<file path="src/rtl/core/ebo2_pkg.sv">
// ----------------------------------------------------------------------------
// ebo2_pkg
// Shared types, constants and helpers for the second-order edge basis
// evaluator pipeline.
// ----------------------------------------------------------------------------
package ebo2_pkg;

   // default fraction bits of coordinates and results
   localparam int FRAC_BITS_DEF = 16;

   // fixed field widths
   localparam int COORD_W  = 17;
   localparam int PROD_W   = 2 * COORD_W;
   localparam int OUT_W    = 21;
   localparam int SHAPE_W  = 2;
   localparam int EDGE_W   = 3;
   localparam int STATUS_W = 2;

   // element shape codes
   typedef enum logic [SHAPE_W-1:0] {
      SHAPE_LINE  = 2'd0,
      SHAPE_TRI   = 2'd1,
      SHAPE_TET   = 2'd2,
      SHAPE_OTHER = 2'd3
   } shape_type;

   // result status codes
   typedef enum logic [STATUS_W-1:0] {
      STATUS_OK        = 2'd0,
      STATUS_BAD_EDGE  = 2'd1,
      STATUS_BAD_SHAPE = 2'd2
   } status_type;

   // edge numbers, counted from one
   localparam logic [EDGE_W-1:0] EDGE_1 = 3'd1;
   localparam logic [EDGE_W-1:0] EDGE_2 = 3'd2;
   localparam logic [EDGE_W-1:0] EDGE_3 = 3'd3;
   localparam logic [EDGE_W-1:0] EDGE_4 = 3'd4;
   localparam logic [EDGE_W-1:0] EDGE_5 = 3'd5;
   localparam logic [EDGE_W-1:0] EDGE_6 = 3'd6;

   // request control carried down the pipeline
   typedef struct packed {
      shape_type             shape;
      logic [EDGE_W-1:0]     edge_num;
      logic                  rev;
      logic                  perp;
   } ctl_type;

   // coordinates and their pairwise products
   typedef struct packed {
      logic [COORD_W-1:0] u;
      logic [COORD_W-1:0] v;
      logic [COORD_W-1:0] w;
      logic [PROD_W-1:0]  uu;
      logic [PROD_W-1:0]  vv;
      logic [PROD_W-1:0]  ww;
      logic [PROD_W-1:0]  uv;
      logic [PROD_W-1:0]  uw;
      logic [PROD_W-1:0]  vw;
   } term_type;

   // control for the output formatting stage
   typedef struct packed {
      status_type status;
      logic       rev;
      logic       perp;
   } fmt_ctl_type;

   // width of an exact polynomial sum, with headroom for coefficients and sign
   function automatic int sum_width(input int frac);
      int base;
      base = (2 * frac > PROD_W) ? 2 * frac : PROD_W;
      return base + 8;
   endfunction

endpackage

</file>
<file path="src/rtl/core/ebo2_mult.sv">
// ----------------------------------------------------------------------------
// ebo2_mult
// Product stage: forms the six pairwise coordinate products and registers
// them with the coordinates and the request control.
// ----------------------------------------------------------------------------
module ebo2_mult (
   input  logic                         clock,
   input  logic                         ld,
   input  logic [ebo2_pkg::COORD_W-1:0] u,
   input  logic [ebo2_pkg::COORD_W-1:0] v,
   input  logic [ebo2_pkg::COORD_W-1:0] w,
   input  ebo2_pkg::ctl_type            ctl,
   output ebo2_pkg::term_type           term,
   output ebo2_pkg::ctl_type            term_ctl
);

   ebo2_pkg::term_type term_ff, term_in;
   ebo2_pkg::ctl_type  ctl_ff;

   // pairwise products, exact
   always_comb begin
      term_in.u  = u;
      term_in.v  = v;
      term_in.w  = w;
      term_in.uu = ebo2_pkg::PROD_W'(u) * ebo2_pkg::PROD_W'(u);
      term_in.vv = ebo2_pkg::PROD_W'(v) * ebo2_pkg::PROD_W'(v);
      term_in.ww = ebo2_pkg::PROD_W'(w) * ebo2_pkg::PROD_W'(w);
      term_in.uv = ebo2_pkg::PROD_W'(u) * ebo2_pkg::PROD_W'(v);
      term_in.uw = ebo2_pkg::PROD_W'(u) * ebo2_pkg::PROD_W'(w);
      term_in.vw = ebo2_pkg::PROD_W'(v) * ebo2_pkg::PROD_W'(w);
   end

   // stage register
   always_ff @(posedge clock) begin
      if (ld) begin
         term_ff <= term_in;
         ctl_ff  <= ctl;
      end
   end

   assign term     = term_ff;
   assign term_ctl = ctl_ff;

endmodule

</file>
<file path="config.mk">
export PLATFORM = sky130hd
export DESIGN_NAME = ebo2_mult
export DESIGN_NICKNAME = d
export VERILOG_FILES = /design/src/rtl/core/ebo2_pkg.sv /design/src/rtl/core/ebo2_mult.sv
export SDC_FILE = /design/constraint.sdc
export NUM_CORES = 2
export LEC_CHECK = 0
export ABC_AREA = 1
export BUFFER_PORTS_ARGS = -buffer_cell sky130_fd_sc_hd__buf_2
export CAP_MARGIN = 20
export CELL_PAD_IN_SITES_DETAIL_PLACEMENT = 0
export CELL_PAD_IN_SITES_GLOBAL_PLACEMENT = 1
export CORE_AREA = 2 2 474 476
export DETAILED_ROUTE_END_ITERATION = 6
export DIE_AREA = 0 0 476 478
export GPL_ROUTABILITY_DRIVEN = 0
export PLACE_DENSITY = 0.58
export SETUP_SLACK_MARGIN = 0.3
export SKIP_LAST_GASP = 1
export SYNTH_ARGS = -nofsm -noshare
export SYNTH_HDL_FRONTEND = slang
export SYNTH_SLANG_ARGS = --single-unit
</file>
<file path="constraint.sdc">
create_clock -name clock -period 11.35 [get_ports clock]
set_clock_uncertainty 0.15 [all_clocks]
set_input_delay 2.27 -clock clock [delete_from_list [all_inputs] [get_ports clock]]
set_output_delay 2.27 -clock clock [all_outputs]
set_load 0.02 [all_outputs]
</file>
==> run_results.csv <==
group,metric,value,unit
outcome,status,"completed",
cts,cts_resized,0,
timing,period_minus_slack,8040,ps
floorplan,die_h,478,um
worst_hold_path,min-delay-start,"ctl[4]",
worst_hold_path,holdPathStages,1,
timing,maxSlewViolCount,0,
floorplan,rows,174,
detailed_routing,wire_per_inst,16.1,um
setup_path,critPathRequiredTime,11540,ps
timing,setup_violations,0,
logic_synthesis,seq_area_frac_synth,0.116,
cells_and_area,synthToLayoutAreaGrowth,9.04,%
detailed_routing,dr_total_vias,49600,
timing,maxSlewHeadroom,0.309,
timing,hold_viol_final,0,
logic_synthesis,synth_area,66500,um^2
setup_path,critical_path_class,"in2reg",
logic_synthesis,ys.flop_type,"edfxtp_1",
setup_path,critPathLaunchType,"input port",
timing,period_share,0.709,
logic_synthesis,ys_ff_latch,256,
detailed_routing,via_per_inst,4.26,
grt,antenna_found_initial,4,
setup_path,cp.arrival,8240,ps
cts,cts.clk_slew.worst_paths,60,ps
detailed_routing,dr.first_iter.drc_count,2177,
detailed_routing,drt_first_pass_iters,5,
setup_path,end_kind,"flip-flop",
floorplan,die_area,228000,um^2
worst_hold_path,holdPathEnd,"term_ctl[4]",
setup_path,path_max_fanout,33,
cells_and_area,finalNetCount,10600,
floorplan,initial_core_util,0.298,
logic_synthesis,synth_edf_count,256,
cts,post-cts-setup-buffers,0,
place,port_buffers,318,
logic_synthesis,yosys-top-cells-count,"2724 x inv_1, 2430 x nand2_1, 1242 x fa_1",
cts,cts-root-buf,"clkbuf_16",
logic_synthesis,synthDistinctLibCells,32,
timing,rsz0062_at_grt,"false",
logic_synthesis,yosys-top-cells-area,"fa_1 37%, inv_1 15%, nand2_1 14%",
logic_synthesis,synth.most_common_cell,"inv_1",
cts,cts_tree,"built",
cts,clockBufferDepth,3,
logic_synthesis,yosysTopAreaCellShare,0.374,
floorplan,ioPinCount,322,
cells_and_area,num-fill-cells,23900,
grt,overflow,0,
timing,tightest_slew,1040,ps
place,hpwl,149000,um
timing,setup_tns,0,ps
logic_synthesis,syn_avg_cell_area,7.83,um^2
timing,max_freq,0.124,GHz
detailed_routing,drc_errors,0,
cells_and_area,layout-drive-gt1-share,0.0706,
detailed_routing,drtAntennaViolNets,0,
logic_synthesis,synth_top_area_cell,"fa_1",
logic_synthesis,postSynthCellCount,8495,
flow_run,maxCapViolations,0,
logic_synthesis,synthArstFlopShare,0,
floorplan,fp.dieW,476,um
floorplan,core_area,223000,um^2
cts,cts-htree-levels,2,
logic_synthesis,yosysWarnings,0,
grt,track_usage,0.171,
grt,grt_max_degree,72,
worst_hold_path,hold_path.class,"in2reg",
cts,numCtsBuffers,41,
grt,grt_pass1_wl,305000,um
cts,cts.sinks,256,
grt,grt_pass1_vias,54600,
cts,hold_buffers,0,
detailed_routing,wl,187000,um
[placed cells by master (no fill, tap or decap), drive strengths merged, types with 102 or more instances in the layout]
| cell type | count |
|---|---|
| xor2 | 102 |
| inv | 2731 |
| a21oi | 131 |
| buf | 385 |
| ha | 654 |
| fa | 1242 |
| edfxtp | 256 |
| nand3 | 168 |
| nand2 | 2490 |
| nor2 | 258 |
[worst max path at each step]
stage          depth (start not counted)        end  slack (ps)  from
6_report                              20   term[54]        3310  u[6]
3_5_place_dp                          20   term[54]        2680  u[6]
5_1_grt                               18   term[54]        3090  u[6]
2_1_floorplan                         23  term[168]        3850  v[8]
3_3_place_gp                          18   term[54]        2700  u[6]
4_1_cts                               18   term[54]        3350  u[6]
[state kept, by name, summed over array words and instances (netlist names)]
signal    cells
term        249
term_ctl      7
[layer usage]
metal,routed length [um],global-route usage,up-vias
met3,7520,0.0208,145
met4,3530,0.0333,0
met5,0,0,-
li1,-,-,24100
met1,85000,0.226,24500
met2,91100,0.298,771
[kinds of logic after synthesis]
kind of cell / Yosys count / synth area share
DFF: 256 / 0.116
AOI/OAI and AO/OA: 188 / 0.0169
other: 1 / 0.0000564
buffers and inverters: 3045 / 0.173
and+or+nand+nor: 2977 / 0.180
adders and majority gates: 1896 / 0.497
xor gates and xnor gates: 132 / 0.0174
[layout make-up]
| class | count | area, um^2 | area share |
|---|---|---|---|
| repair buffers | 385 | 2130 | 0.0294 |
| well taps | 2992 | 3740 | 0.0516 |
| multi-input cells | 5196 | 47300 | 0.653 |
| diodes | 2 | 5.00 | 0.0000690 |
| clock inverters | 30 | 334 | 0.00461 |
| clock buffers | 45 | 1040 | 0.0144 |
| flip-flops and latches | 256 | 7690 | 0.106 |
| inverters | 2730 | 10200 | 0.141 |
[critical path, cell delays in order]
cell,delay (ps)
buf_2,740
buf_4,450
nand2_1,130
fa_1,550
inv_1,50
fa_1,560
fa_1,430
fa_1,550
fa_1,540
inv_1,50
fa_1,470
inv_1,50
ha_1,360
nand2_1,120
nor2_1,200
nand2_1,100
a21oi_1,240
nor2_1,80
nand2_1,70
nand2_1,160
[stage by stage]
step	instances	hold WS, ps	setup WS [ps]	instance area [um^2]	utilization
finish	11600	1640	3310	72500	0.325
global route	11600	1580	3090	72500	0.325
detailed placement	11600	2300	2680	71100	0.319
CTS	11600	1550	3350	72500	0.325
floorplan	8497	2220	3850	66500	-
global placement	11600	2300	2700	71100	0.319
Power is left out: the tool's default activity adds up to more than one toggle a clock period on the data nets, which glitch-free logic cannot reach.
