==> config.mk <==
export PLATFORM = sky130hd
export DESIGN_NAME = ebo2_fmt
export DESIGN_NICKNAME = d
export VERILOG_FILES = /design/src/rtl/core/ebo2_pkg.sv /design/src/rtl/core/ebo2_fmt.sv
export SDC_FILE = /design/constraint.sdc
export NUM_CORES = 1
export LEC_CHECK = 0
export BUFFER_PORTS_ARGS = -buffer_cell sky130_fd_sc_hd__buf_4
export CAP_MARGIN = 20
export CORE_MARGIN = 1.5
export CORE_UTILIZATION = 57
export CTS_CLUSTER_DIAMETER = 120
export DETAILED_ROUTE_END_ITERATION = 7
export HOLD_SLACK_MARGIN = 0.12
export PLACE_DENSITY = 0.85
export SYNTH_ARGS = -nofsm -noshare
export SYNTH_HDL_FRONTEND = slang
export SYNTH_SLANG_ARGS = --single-unit
==> constraint.sdc <==
create_clock -name clock -period 6.9 [get_ports clock]
set_clock_uncertainty 0.15 [all_clocks]
set_input_delay 0.345 -clock clock [delete_from_list [all_inputs] [get_ports clock]]
set_output_delay 0.345 -clock clock [all_outputs]
set_load 0.005 [all_outputs]
==> src/rtl/core/ebo2_pkg.sv <==
// ----------------------------------------------------------------------------
// ebo2_pkg
// Shared types, constants and helpers for the second-order edge basis
// evaluator pipeline.
// ----------------------------------------------------------------------------
package ebo2_pkg;

   // default fraction bits of coordinates and results
   localparam int FRAC_BITS_DEF = 16;

   // fixed field widths
   localparam int COORD_W  = 17;
   localparam int PROD_W   = 2 * COORD_W;
   localparam int OUT_W    = 21;
   localparam int SHAPE_W  = 2;
   localparam int EDGE_W   = 3;
   localparam int STATUS_W = 2;

   // element shape codes
   typedef enum logic [SHAPE_W-1:0] {
      SHAPE_LINE  = 2'd0,
      SHAPE_TRI   = 2'd1,
      SHAPE_TET   = 2'd2,
      SHAPE_OTHER = 2'd3
   } shape_type;

   // result status codes
   typedef enum logic [STATUS_W-1:0] {
      STATUS_OK        = 2'd0,
      STATUS_BAD_EDGE  = 2'd1,
      STATUS_BAD_SHAPE = 2'd2
   } status_type;

   // edge numbers, counted from one
   localparam logic [EDGE_W-1:0] EDGE_1 = 3'd1;
   localparam logic [EDGE_W-1:0] EDGE_2 = 3'd2;
   localparam logic [EDGE_W-1:0] EDGE_3 = 3'd3;
   localparam logic [EDGE_W-1:0] EDGE_4 = 3'd4;
   localparam logic [EDGE_W-1:0] EDGE_5 = 3'd5;
   localparam logic [EDGE_W-1:0] EDGE_6 = 3'd6;

   // request control carried down the pipeline
   typedef struct packed {
      shape_type             shape;
      logic [EDGE_W-1:0]     edge_num;
      logic                  rev;
      logic                  perp;
   } ctl_type;

   // coordinates and their pairwise products
   typedef struct packed {
      logic [COORD_W-1:0] u;
      logic [COORD_W-1:0] v;
      logic [COORD_W-1:0] w;
      logic [PROD_W-1:0]  uu;
      logic [PROD_W-1:0]  vv;
      logic [PROD_W-1:0]  ww;
      logic [PROD_W-1:0]  uv;
      logic [PROD_W-1:0]  uw;
      logic [PROD_W-1:0]  vw;
   } term_type;

   // control for the output formatting stage
   typedef struct packed {
      status_type status;
      logic       rev;
      logic       perp;
   } fmt_ctl_type;

   // width of an exact polynomial sum, with headroom for coefficients and sign
   function automatic int sum_width(input int frac);
      int base;
      base = (2 * frac > PROD_W) ? 2 * frac : PROD_W;
      return base + 8;
   endfunction

endpackage

==> src/rtl/core/ebo2_fmt.sv <==
// ----------------------------------------------------------------------------
// ebo2_fmt
// Output stage: negates reversed edges, rotates in perpendicular mode, rounds
// to FRAC_BITS fraction bits and saturates into the result register.
// ----------------------------------------------------------------------------
module ebo2_fmt #(
   parameter int FRAC_BITS = ebo2_pkg::FRAC_BITS_DEF,
   parameter int SUM_W     = ebo2_pkg::sum_width(FRAC_BITS)
) (
   input  logic                                 clock,
   input  logic                                 ld,
   input  logic signed [SUM_W-1:0]              sum_x,
   input  logic signed [SUM_W-1:0]              sum_y,
   input  logic signed [SUM_W-1:0]              sum_z,
   input  ebo2_pkg::fmt_ctl_type                sum_ctl,
   output logic signed [ebo2_pkg::OUT_W-1:0]    vec_x,
   output logic signed [ebo2_pkg::OUT_W-1:0]    vec_y,
   output logic signed [ebo2_pkg::OUT_W-1:0]    vec_z,
   output logic [ebo2_pkg::STATUS_W-1:0]        status
);

   localparam logic signed [SUM_W-1:0] HALF    = SUM_W'(1) << (FRAC_BITS - 1);
   localparam logic signed [SUM_W-1:0] OUT_MAX = SUM_W'((1 << (ebo2_pkg::OUT_W - 1)) - 1);
   localparam logic signed [SUM_W-1:0] OUT_MIN = -(SUM_W'(1 << (ebo2_pkg::OUT_W - 1)));

   logic signed [SUM_W-1:0]           nx, ny, nz, rx, ry;
   logic signed [ebo2_pkg::OUT_W-1:0] vx_in, vy_in, vz_in;
   logic signed [ebo2_pkg::OUT_W-1:0] vx_ff, vy_ff, vz_ff;
   logic [ebo2_pkg::STATUS_W-1:0]     status_ff;

   // round half up, then clamp to the result range
   function automatic logic signed [ebo2_pkg::OUT_W-1:0] rnd_sat(
      input logic signed [SUM_W-1:0] s
   );
      logic signed [SUM_W-1:0] t;
      logic signed [SUM_W-1:0] q;
      t = s + HALF;
      q = t >>> FRAC_BITS;
      if (q > OUT_MAX) begin
         q = OUT_MAX;
      end else if (q < OUT_MIN) begin
         q = OUT_MIN;
      end
      return q[ebo2_pkg::OUT_W-1:0];
   endfunction

   // orientation and rotation on the exact sums
   always_comb begin
      nx = sum_ctl.rev ? -sum_x : sum_x;
      ny = sum_ctl.rev ? -sum_y : sum_y;
      nz = sum_ctl.rev ? -sum_z : sum_z;
      rx = sum_ctl.perp ? -ny : nx;
      ry = sum_ctl.perp ? nx : ny;
      vx_in = rnd_sat(rx);
      vy_in = rnd_sat(ry);
      vz_in = rnd_sat(nz);
   end

   // result register
   always_ff @(posedge clock) begin
      if (ld) begin
         vx_ff     <= vx_in;
         vy_ff     <= vy_in;
         vz_ff     <= vz_in;
         status_ff <= sum_ctl.status;
      end
   end

   assign vec_x  = vx_ff;
   assign vec_y  = vy_ff;
   assign vec_z  = vz_ff;
   assign status = status_ff;

endmodule

==> results.yml <==
synth:
  yosys_warnings: 0
  yosys.area.top_type: "edfxtp_1"
  syn_nets: 1245
  ys_seq_area_share_pct: 22.24
  synthXorXnorAreaFrac_pct: 16.55
  synth_top_area_share_pct: 22.24
  synthFlopType: "edfxtp_1"
  synth_compound_area_share_pct: 24.66
  ys_seq_elements: 65
  synth_fa_ha_area_share_pct: 0.6842
  synth_mux_area_share_pct: 2.922
  synth-async-reset-ratio_pct: 0
  yosys-top-cells-count: "nand2_1, nor2_1, o21ai_0, xnor2_1, xor2_1"
  synthSimpleGateAreaFrac_pct: 28.13
  synth_edf_count: 65
  netlist_top_cells_area: "edfxtp_1, xnor2_1, xor2_1, o21ai_0, nand2_1"
  syn_area_per_cell_um2: 7.914
  synth_top_family_by_area: "simple AND/OR/NAND/NOR gates"
  ys_types: 93
  syn_area_um2: 8777
  syn-instance-count: 1109
timing:
  grt_setup_unrepaired: "false"
  tns_ps: 0
  worstMarginPinSlew_ps: 985.5
  slew_viol_final: 0
  finalHoldViolCount: 0
  setup_viol: 0
  relSlewSlack_pct: 33.70
  fin_crit_sh_pct: 83.30
  final.min_clock_period_ps: 5748
  fmax_ghz: 0.1740
cts:
  path_clk_slew_ps: 60
  cts.sinks: 65
  cts_buffers: 9
  cts_resized: 0
  root_buffer: "clkbuf_16"
  cts_tree: "done"
  cts.path.max_buffers: 2
  htree_num_levels: 3
setup_path:
  timing.critical_path.required_ps: 6830
  path_max_fanout: 20
  critical_path_class: "primary input to register"
  crit_path_start_kind: "primary input"
  endpoint: "vec_x[6]$_SDFFCE_PN1P_"
  startpoint: "sum_y[0]"
  crit_path_end_kind: "register"
  cp_data_arrival_time_ps: 5680
route:
  drtPass1Iterations: 7
  vias: 9366
  avgRoutedWirePerCell_um: 18.64
  drtIter0Drc: 840
  ant_nets: 0
  viasPerCell: 6.459
  post-route-drc-count: 0
  wl_um: 27030
final_layout:
  drive_gt1_share_pct: 23.61
  syn_to_final_growth_pct: 20.40
  fillers: 1262
  fin_nets: 1393
  fin_cells: 1450
  n_antenna_cell: 0
global_routing:
  grt_pass1_wl_um: 43420
  grt_usage_pct: 33.30
  grt.overflow.total: 0
  grt_pass1_vias: 8727
  grt_max_degree: 78
  grt_antenna_before_repair: 0
flow_run:
  drv_cap: 0
floorplanning:
  fp.dieH_um: 127.1
  dieArea_um2: 16150
  pin_count: 197
  coreArea_um2: 15150
  rows: 45
  start_util_pct: 57.95
  dieWidth_um: 127.1
placed_design:
  dp_hpwl_um: 20270
  numPortBuffers: 196
  gp_congestion: 0.9942
  dpl.cell_count: 1432
pwr:
  leakage_nw: 3.844
  ir_drop_v: 0.0001132
  powerDensity_nw_per_um2: 156.0
hold_path:
  min_path_type: "primary input to register"
status:
  outcome: "completed"
-- logic make-up (layout without fill, tap and decap cells) --
| family | count (synthesis) | count (layout) |
|---|---|---|
| AND/OR/NAND/NOR | 452 | 452 |
| buffers and inverters | 93 | 246 |
| multiplexers | 25 | 25 |
| flip-flops | 65 | 65 |
| XOR/XNOR | 162 | 162 |
| AO/OA/AOI/OAI | 307 | 307 |
| adder cells (fa/ha/maj) | 5 | 5 |
-- power by group --
part           internal, W  switching (W)  leakage, nW
combinational     0.000271       0.000355         3.05
sequential        0.000506      0.0000154        0.641
clock             0.000317       0.000184        0.149
total              0.00109       0.000555         3.84
-- critical path, cell delays in order --
cell,delay (ps)
buf_4,130
inv_1,70
ha_1,310
nor4b_1,650
a41oi_1,280
xnor2_1,700
o2111ai_4,340
or2_0,470
a211oi_1,530
o211a_1,300
nor4b_4,290
nand4_2,210
nor3_2,270
xor2_2,230
o41a_4,430
o21ai_2,120
-- worst min path at each step --
stage / startpoint / endpoint / slack, ps / cells past startpoint
floorplan: sum_ctl[2] / status[0]$_DFFE_PP_ / 290 / 0
CTS: sum_z[41] / vec_z[20]$_SDFFCE_PN0P_ / 200 / 2
global route: sum_z[41] / vec_z[20]$_SDFFCE_PN0P_ / 230 / 2
global placement: sum_ctl[3] / status[1]$_DFFE_PP_ / 370 / 1
finish: sum_z[41] / vec_z[20]$_SDFFCE_PN0P_ / 210 / 2
detailed placement: sum_ctl[2] / status[0]$_DFFE_PP_ / 370 / 1
-- registers in the layout, indices dropped and copies added (netlist names) --
| register | flops |
|---|---|
| vec_x | 21 |
| vec_y | 21 |
| vec_z | 21 |
| status | 2 |
-- through the flow --
stage	cell area [um^2]	worst slack (ps)	hold WS (ps)	utilization [%]	total power, W
after floorplan	8777	1043	293.9	-	0.0008958
after CTS	10570	1279	204.0	69.77	0.001645
final	10570	1152	213.0	69.77	0.001649
after detailed placement	10230	966.5	374.6	67.52	0.001139
after global routing	10570	664.5	230.9	69.77	0.001726
after global placement	10230	1213	374.0	67.52	0.001124
-- timing repair --
action,CTS,global route
endpoints found under the hold margin,2,0
buffers inserted,0,0
hold buffers,2,0
-- final cells by class --
cell class	count	area [um^2]	area share, %
clock buffer	10	229.0	2.167
clock inverter	6	92.59	0.8762
inverter	20	75.07	0.7104
multi-input combinational	951	6402	60.59
sequential	65	1952	18.47
tap	188	235.2	2.226
timing repair buffer	210	1582	14.97
-- routing by layer --
layer	part of all wire [%]	vias to the layer above	track usage (%)	wire length, um
li1	-	4479	-	-
met1	41	4338	41.70	11060
met2	48	489	56.55	12970
met3	8.6	60	7.245	2312
met4	2.6	0	12.23	696
met5	0	-	0	0
-- placed cells by master, fill, tap and decap left out, types with 7 or more instances in the layout --
master and n:
nand4_1 22, o41ai_1 7, clkbuf_16 9, a21oi_1 44, edfxtp_1 65, buf_4 208
o31ai_1 25, or3_1 22, o21ai_2 20, mux2i_1 20, o21ai_0 88, a32oi_1 7
inv_1 19, a31oi_1 15, xor2_1 74, nand2_1 88, or2_2 12, xnor2_1 85
nor4_1 27, nor2_1 88, or4_1 15, a41oi_1 9, nand3_1 50, nor3_1 41
and3_1 14, nand2b_1 16
No activity file was read; power rests on OpenSTA's default activity.
