--- config.mk ---
export PLATFORM = sky130hd
export DESIGN_NAME = ebo2_poly
export DESIGN_NICKNAME = d
export VERILOG_FILES = /design/src/rtl/core/ebo2_pkg.sv /design/src/rtl/core/ebo2_poly.sv
export SDC_FILE = /design/constraint.sdc
export NUM_CORES = 2
export LEC_CHECK = 0
export BUFFER_PORTS_ARGS = -buffer_cell sky130_fd_sc_hd__buf_2
export CAP_MARGIN = 20
export CORE_ASPECT_RATIO = 1.25
export CORE_MARGIN = 2
export CORE_UTILIZATION = 50
export CTS_CLUSTER_SIZE = 8
export DETAILED_ROUTE_END_ITERATION = 8
export GPL_TIMING_DRIVEN = 0
export HOLD_SLACK_MARGIN = 0.03
export PLACE_DENSITY_LB_ADDON = 0.1
export SYNTH_ARGS = -nofsm -noshare
export SYNTH_HDL_FRONTEND = slang
export SYNTH_SLANG_ARGS = --single-unit
--- constraint.sdc ---
create_clock -name clock -period 17.3 [get_ports clock]
set_input_delay 0.865 -clock clock [delete_from_list [all_inputs] [get_ports clock]]
set_output_delay 0.865 -clock clock [all_outputs]
set_load 0.05 [all_outputs]
--- src/rtl/core/ebo2_pkg.sv ---
// ----------------------------------------------------------------------------
// ebo2_pkg
// Shared types, constants and helpers for the second-order edge basis
// evaluator pipeline.
// ----------------------------------------------------------------------------
package ebo2_pkg;

   // default fraction bits of coordinates and results
   localparam int FRAC_BITS_DEF = 16;

   // fixed field widths
   localparam int COORD_W  = 17;
   localparam int PROD_W   = 2 * COORD_W;
   localparam int OUT_W    = 21;
   localparam int SHAPE_W  = 2;
   localparam int EDGE_W   = 3;
   localparam int STATUS_W = 2;

   // element shape codes
   typedef enum logic [SHAPE_W-1:0] {
      SHAPE_LINE  = 2'd0,
      SHAPE_TRI   = 2'd1,
      SHAPE_TET   = 2'd2,
      SHAPE_OTHER = 2'd3
   } shape_type;

   // result status codes
   typedef enum logic [STATUS_W-1:0] {
      STATUS_OK        = 2'd0,
      STATUS_BAD_EDGE  = 2'd1,
      STATUS_BAD_SHAPE = 2'd2
   } status_type;

   // edge numbers, counted from one
   localparam logic [EDGE_W-1:0] EDGE_1 = 3'd1;
   localparam logic [EDGE_W-1:0] EDGE_2 = 3'd2;
   localparam logic [EDGE_W-1:0] EDGE_3 = 3'd3;
   localparam logic [EDGE_W-1:0] EDGE_4 = 3'd4;
   localparam logic [EDGE_W-1:0] EDGE_5 = 3'd5;
   localparam logic [EDGE_W-1:0] EDGE_6 = 3'd6;

   // request control carried down the pipeline
   typedef struct packed {
      shape_type             shape;
      logic [EDGE_W-1:0]     edge_num;
      logic                  rev;
      logic                  perp;
   } ctl_type;

   // coordinates and their pairwise products
   typedef struct packed {
      logic [COORD_W-1:0] u;
      logic [COORD_W-1:0] v;
      logic [COORD_W-1:0] w;
      logic [PROD_W-1:0]  uu;
      logic [PROD_W-1:0]  vv;
      logic [PROD_W-1:0]  ww;
      logic [PROD_W-1:0]  uv;
      logic [PROD_W-1:0]  uw;
      logic [PROD_W-1:0]  vw;
   } term_type;

   // control for the output formatting stage
   typedef struct packed {
      status_type status;
      logic       rev;
      logic       perp;
   } fmt_ctl_type;

   // width of an exact polynomial sum, with headroom for coefficients and sign
   function automatic int sum_width(input int frac);
      int base;
      base = (2 * frac > PROD_W) ? 2 * frac : PROD_W;
      return base + 8;
   endfunction

endpackage

--- src/rtl/core/ebo2_poly.sv ---
// ----------------------------------------------------------------------------
// ebo2_poly
// Polynomial stage: decodes shape and edge, sums the exact basis polynomials
// with 2*FRAC_BITS fraction bits and registers the three components.
// ----------------------------------------------------------------------------
module ebo2_poly #(
   parameter int FRAC_BITS = ebo2_pkg::FRAC_BITS_DEF,
   parameter int SUM_W     = ebo2_pkg::sum_width(FRAC_BITS)
) (
   input  logic                      clock,
   input  logic                      ld,
   input  ebo2_pkg::term_type        term,
   input  ebo2_pkg::ctl_type         term_ctl,
   output logic signed [SUM_W-1:0]   sum_x,
   output logic signed [SUM_W-1:0]   sum_y,
   output logic signed [SUM_W-1:0]   sum_z,
   output ebo2_pkg::fmt_ctl_type     sum_ctl
);

   localparam logic signed [SUM_W-1:0] K2 = SUM_W'(2);
   localparam logic signed [SUM_W-1:0] K3 = SUM_W'(3);
   localparam logic signed [SUM_W-1:0] K6 = SUM_W'(6);

   logic signed [SUM_W-1:0] uu, vv, ww, uv, uw, vw, lu, lv, lw, one2;
   logic signed [SUM_W-1:0] sx_in, sy_in, sz_in;
   logic signed [SUM_W-1:0] sx_ff, sy_ff, sz_ff;
   ebo2_pkg::fmt_ctl_type   ctl_in, ctl_ff;

   // operands at 2*FRAC_BITS fraction bits
   assign uu   = $signed(SUM_W'(term.uu));
   assign vv   = $signed(SUM_W'(term.vv));
   assign ww   = $signed(SUM_W'(term.ww));
   assign uv   = $signed(SUM_W'(term.uv));
   assign uw   = $signed(SUM_W'(term.uw));
   assign vw   = $signed(SUM_W'(term.vw));
   assign lu   = $signed(SUM_W'(term.u) << FRAC_BITS);
   assign lv   = $signed(SUM_W'(term.v) << FRAC_BITS);
   assign lw   = $signed(SUM_W'(term.w) << FRAC_BITS);
   assign one2 = $signed(SUM_W'(1) << (2 * FRAC_BITS));

   // shape and edge decode, polynomial select
   always_comb begin
      sx_in = '0;
      sy_in = '0;
      sz_in = '0;
      ctl_in.status = ebo2_pkg::STATUS_OK;
      ctl_in.rev    = term_ctl.rev;
      ctl_in.perp   = term_ctl.perp;
      unique case (term_ctl.shape)
         ebo2_pkg::SHAPE_LINE: begin
            if (term_ctl.edge_num == ebo2_pkg::EDGE_1) begin
               sx_in = uu;
            end else begin
               ctl_in.status = ebo2_pkg::STATUS_BAD_EDGE;
            end
         end
         ebo2_pkg::SHAPE_TRI: begin
            unique case (term_ctl.edge_num)
               ebo2_pkg::EDGE_1: begin
                  sx_in = one2 - K6 * lu - K2 * lv + K6 * uu + K6 * uv + vv;
                  sy_in = K3 * uu + K2 * uv - K2 * lu;
               end
               ebo2_pkg::EDGE_2: begin
                  sx_in = K3 * vv + K2 * uv - K2 * lv;
                  sy_in = one2 - K6 * lv - K2 * lu + K6 * uv + uu + K6 * vv;
               end
               ebo2_pkg::EDGE_3: begin
                  sx_in = K2 * uv - vv;
                  sy_in = uu - K2 * uv;
               end
               default: ctl_in.status = ebo2_pkg::STATUS_BAD_EDGE;
            endcase
         end
         ebo2_pkg::SHAPE_TET: begin
            unique case (term_ctl.edge_num)
               ebo2_pkg::EDGE_1: begin
                  sx_in = one2 - K6 * lu - K2 * lv - K2 * lw + K6 * uu + K6 * uv
                        + K6 * uw + vv + K2 * vw + ww;
                  sy_in = K3 * uu + K2 * uv + K2 * uw - K2 * lu;
                  sz_in = sy_in;
               end
               ebo2_pkg::EDGE_2: begin
                  sx_in = K3 * vv + K2 * uv + K2 * vw - K2 * lv;
                  sy_in = one2 - K6 * lv - K2 * lu - K2 * lw + K6 * uv + uu
                        + K2 * uw + K6 * vv + K6 * vw + ww;
                  sz_in = sx_in;
               end
               ebo2_pkg::EDGE_3: begin
                  sx_in = K3 * ww + K2 * uw + K2 * vw - K2 * lw;
                  sy_in = sx_in;
                  sz_in = one2 - K6 * lw - K2 * lu - K2 * lv + K6 * uw + uu
                        + K2 * uv + K6 * vw + vv + K6 * ww;
               end
               ebo2_pkg::EDGE_4: begin
                  sx_in = K2 * uv - vv;
                  sy_in = uu - K2 * uv;
               end
               ebo2_pkg::EDGE_5: begin
                  sx_in = K2 * uw - ww;
                  sz_in = uu - K2 * uw;
               end
               ebo2_pkg::EDGE_6: begin
                  sy_in = K2 * vw - ww;
                  sz_in = vv - K2 * vw;
               end
               default: ctl_in.status = ebo2_pkg::STATUS_BAD_EDGE;
            endcase
         end
         ebo2_pkg::SHAPE_OTHER: begin
            ctl_in.status = ebo2_pkg::STATUS_BAD_SHAPE;
         end
      endcase
      // error results are all zero
      if (ctl_in.status != ebo2_pkg::STATUS_OK) begin
         sx_in = '0;
         sy_in = '0;
         sz_in = '0;
      end
   end

   // stage register
   always_ff @(posedge clock) begin
      if (ld) begin
         sx_ff  <= sx_in;
         sy_ff  <= sy_in;
         sz_ff  <= sz_in;
         ctl_ff <= ctl_in;
      end
   end

   assign sum_x   = sx_ff;
   assign sum_y   = sy_ff;
   assign sum_z   = sz_ff;
   assign sum_ctl = ctl_ff;

endmodule

==> results.json, run 1 <==
{
  "async_flop_share_pct": 0,
  "port_buffers": 391,
  "stop_stage": "global routing (5_1_grt)",
  "grt_pass1_vias": 86576,
  "cts_root_buf": "clkbuf_16",
  "numCtsBuffers": 17,
  "syn-instance-count": 9524,
  "synth.avg_cell_area_um2": 8.10,
  "rows": 161,
  "io_pins": 394,
  "grt_pass1_wl_um": 674000,
  "grt_max_degree": 83,
  "die_y_um": 443,
  "yosysWarnings": 0,
  "grt.total_usage_pct": 61.1,
  "status": "stopped before the end",
  "overflow": 38,
  "synth-edff-count": 130,
  "synth_nets": 11715,
  "h-tree-depth": 4,
  "initial_core_util_pct": 50.2,
  "postCtsHoldBufs": 0,
  "gp_congestion": 1.23,
  "pre_cts_slack_ns": 2.84,
  "cts_buffer_depth": 2,
  "dp_hpwl_um": 388000,
  "die_w_um": 355,
  "seq_area_frac_synth_pct": 5.06,
  "post_cts_buffers": 0,
  "stop_error": "[ERROR GRT-0116] Global routing finished with congestion. Check the congestion regions in the DRC Viewer.",
  "synth_area_leaders": "fa_1 (20%), ha_1 (19%), inv_1 (6.3%), xnor2_1 (6.0%), a21oi_1 (5.1%)",
  "yosys.area.top_type_share_pct": 19.8,
  "synth_seq_cells": 130,
  "synth_ff_type": "edfxtp_1",
  "dp.cells": 12045,
  "post_cts_resize_count": 0,
  "ys_types": 101,
  "syn_area_mm2": 0.0772,
  "synth_area_leader_cell": "fa_1",
  "cts_sinks": 130
}
cells by family after synthesis:
kind of cell | Yosys count | synth area share [%]
flip-flops | 130 | 5.06
XOR/XNOR | 842 | 9.55
buffers and inverters | 1469 | 7.15
AO/OA/AOI/OAI | 2998 | 25.8
adder cells (fa/ha/maj) | 1927 | 38.6
multiplexers | 34 | 0.451
AND/OR/NAND/NOR | 2124 | 13.3
cell usage after synthesis (all sizes together), types with 25 or more instances:
cell type,count
inv,1305
ha,1165
a21oi,793
fa,762
nor2,599
xnor2,533
nand2,508
o21ai,500
a21o,430
xor2,309
nand3,170
nor3,162
clkbuf,138
nand2b,138
o21a,133
a211oi,131
edfxtp,130
a31oi,121
o21bai,115
nor2b,97
o211ai,97
and3,81
or3,79
o22ai,75
nand4,69
o31ai,62
a22oi,56
and2,48
or2,44
a2111oi,41
a211o,36
a21boi,36
nor4,35
a221oi,34
a41oi,31
mux2i,28
o221ai,27
a31o,25
buf,25
o2111ai,25
stage by stage:
step	instance area (µm²)	hold WS [ns]
after CTS	83600	0.502
after global placement	81700	1.04
after floorplan	77200	0.964
after detailed placement	83000	1.04
routing by layer:
metal / overflow / GRT usage [%]
met1: 0 / 63.6
met2: 20 / 84.3
met3: 0 / 31.7
met4: 18 / 64.4
met5: 0 / 3.69
==> run 2: changes to the inputs <==
--- a/config.mk
+++ b/config.mk
@@ -7,14 +7,11 @@
 export LEC_CHECK = 0
 export BUFFER_PORTS_ARGS = -buffer_cell sky130_fd_sc_hd__buf_2
 export CAP_MARGIN = 20
-export CORE_ASPECT_RATIO = 1.25
 export CORE_MARGIN = 2
-export CORE_UTILIZATION = 50
-export CTS_CLUSTER_SIZE = 8
+export CORE_UTILIZATION = 35
 export DETAILED_ROUTE_END_ITERATION = 8
 export GPL_TIMING_DRIVEN = 0
-export HOLD_SLACK_MARGIN = 0.03
-export PLACE_DENSITY_LB_ADDON = 0.1
+export PLACE_DENSITY_LB_ADDON = 0.15
 export SYNTH_ARGS = -nofsm -noshare
 export SYNTH_HDL_FRONTEND = slang
 export SYNTH_SLANG_ARGS = --single-unit
==> run 2 against run 1 <==
Effect of this change:
- synthesized cell count unchanged
- synthesized area stayed put
- the flow now finishes, with violations (max-slew violations)
==> results.json, run 2 <==
{
  "port_buffers": 391,
  "synth_ff_type": "edfxtp_1",
  "yosysMostFrequentCell": "inv_1",
  "finalSetupViolations": 0,
  "h-tree-depth": 4,
  "rsz0062_at_grt": "false",
  "dr.first_iter.drc_count": 9965,
  "finalSetupTns_ns": 0,
  "postCtsHoldBufs": 0,
  "die_y_um": 474,
  "hold_viol": 0,
  "nNetsFinal": 12234,
  "end_kind": "flip-flop",
  "post_cts_buffers": 0,
  "final_cell_mix": "inv_1 (1305), ha_1 (1165), a21oi_1 (789), fa_1 (762), nor2_1 (594)",
  "synth_area_leaders": "fa_1 (20%), ha_1 (19%), inv_1 (6.3%), xnor2_1 (6.0%), a21oi_1 (5.1%)",
  "routed_wl_um": 531000,
  "drive_gt1_share_pct": 7.44,
  "synth_area_leader_cell": "fa_1",
  "async_flop_share_pct": 0,
  "crit_type": "input port to flip-flop",
  "yosys.area.top_type_share_pct": 19.8,
  "min_from": "term_ctl[1]",
  "min_path_type": "input port to flip-flop",
  "dp_hpwl_um": 458000,
  "path_common_cell": "ha_1",
  "ys_types": 101,
  "synth_nets": 11715,
  "syn-instance-count": 9524,
  "overflow": 0,
  "startpoint": "term[70]",
  "cts_root_buf": "clkbuf_16",
  "core_area_mm2": 0.220,
  "drv_cap": 0,
  "status": "complete, but fails checks",
  "synth_seq_cells": 130,
  "fin_crit_sh_pct": 83.2,
  "wl_per_cell_um": 41.0,
  "io_pins": 394,
  "via_count": 83050,
  "synth-edff-count": 130,
  "viasPerCell": 6.40,
  "gp_congestion": 1.10,
  "slew_headroom_pct": -7.35,
  "arrival_ns": 14.72,
  "initial_core_util_pct": 35.2,
  "worstMarginPinSlew_ns": 1.61,
  "grt_pass1_vias": 79342,
  "cpPeakStageDelay_ns": 0.95,
  "first_pass_iters": 8,
  "max_clock_freq_mhz": 69.5,
  "synth_common_cells": "inv_1 (1305), ha_1 (1165), a21oi_1 (792), fa_1 (762), nor2_1 (599)",
  "crit_end": "sum_x[39]",
  "synth.avg_cell_area_um2": 8.10,
  "whs_path_depth": 1,
  "drc": 0,
  "cts.clk_slew.worst_paths_ns": 0.07,
  "hold_ws_ns": 0.468,
  "final_common_cell": "inv_1",
  "post-route-min-period_ns": 14.40,
  "numCtsBuffers": 17,
  "dpl_cell_area_mm2": 0.0842,
  "post_cts_resize_count": 0,
  "antenna_found_initial": 62,
  "die_area_mm2": 0.224,
  "grt.total_usage_pct": 46.1,
  "violations": "max-slew violations",
  "startpoint_type": "input port",
  "cts_buffer_depth": 2,
  "yosysWarnings": 0,
  "cp_max_fo": 7,
  "cts_sinks": 130,
  "ant_nets": 0,
  "synthToLayoutAreaGrowth_pct": 10.2,
  "cts_tree": "built",
  "rows": 172,
  "syn_area_mm2": 0.0772,
  "seq_area_frac_synth_pct": 5.06,
  "grt_max_degree": 69,
  "cp.required_ns": 17.62,
  "post-route-util_pct": 38.8,
  "fin_area_mm2": 0.0851,
  "grt_pass1_wl_um": 691000,
  "slowest_stage": "nor3_2",
  "die_w_um": 474,
  "slew_violations": 3
}
[run 2: cell counts after synthesis]
Identical to the previous run, type by type.
[run 2: cell type report]
class	instances	area, µm²
fill	23043	134000
multi-input combinational	7925	68000
inverter	1306	4900
sequential	130	3900
tap	2871	3590
timing repair buffer	500	3270
buffer	163	691
clock buffer	17	425
clock inverter	14	201
antenna	42	105
[run 2: worst min path at each step]
| stage | slack [ns] | to |
|---|---|---|
| after detailed placement | 1.05 | sum_ctl[1] |
| final | 0.47 | sum_ctl[1] |
| after CTS | 0.45 | sum_ctl[1] |
| after global routing | 0.47 | sum_ctl[0] |
| after global placement | 1.04 | sum_ctl[0] |
| after floorplan | 0.96 | sum_ctl[0] |
[run 2: per-layer routing]
metal | share of wire, % | routed length [µm] | track usage, % | vias to the layer above
li1 | - | - | - | 34969
met1 | 38 | 201000 | 54.9 | 41365
met2 | 43 | 228000 | 70.5 | 5280
met3 | 9.5 | 50500 | 10.9 | 1420
met4 | 9.7 | 51700 | 37.6 | 16
met5 | 0.065 | 345 | 0 | -
[run 2: cells by family after synthesis]
logic type,share of synthesized area [%]
AOI/OAI and AO/OA,25.8
xor gates and xnor gates,9.55
DFF,5.06
adders and majority gates,38.6
muxes,0.451
and+or+nand+nor,13.3
buffers and inverters,7.15
[run 2: critical path, delay by kind of cell]
kind                     cells  cell delay (ns)
buffers and inverters        7             1.61
AND/OR/NAND/NOR              7             2.20
adder cells (fa/ha/maj)      8             2.90
XOR/XNOR                     3             0.87
AO/OA/AOI/OAI               19             6.19
[run 2: stage by stage]
step / setup slack, ns / std cells
after floorplan: 7.60 / 9524
after global placement: 0.503 / 12786
after detailed placement: 2.96 / 12887
after CTS: 3.50 / 12918
after global routing: 2.89 / 12932
final: 2.90 / 12968
Power of run 2 is left out: the tool's default activity adds up to more than one toggle a clock period on the data nets, which glitch-free logic cannot reach.
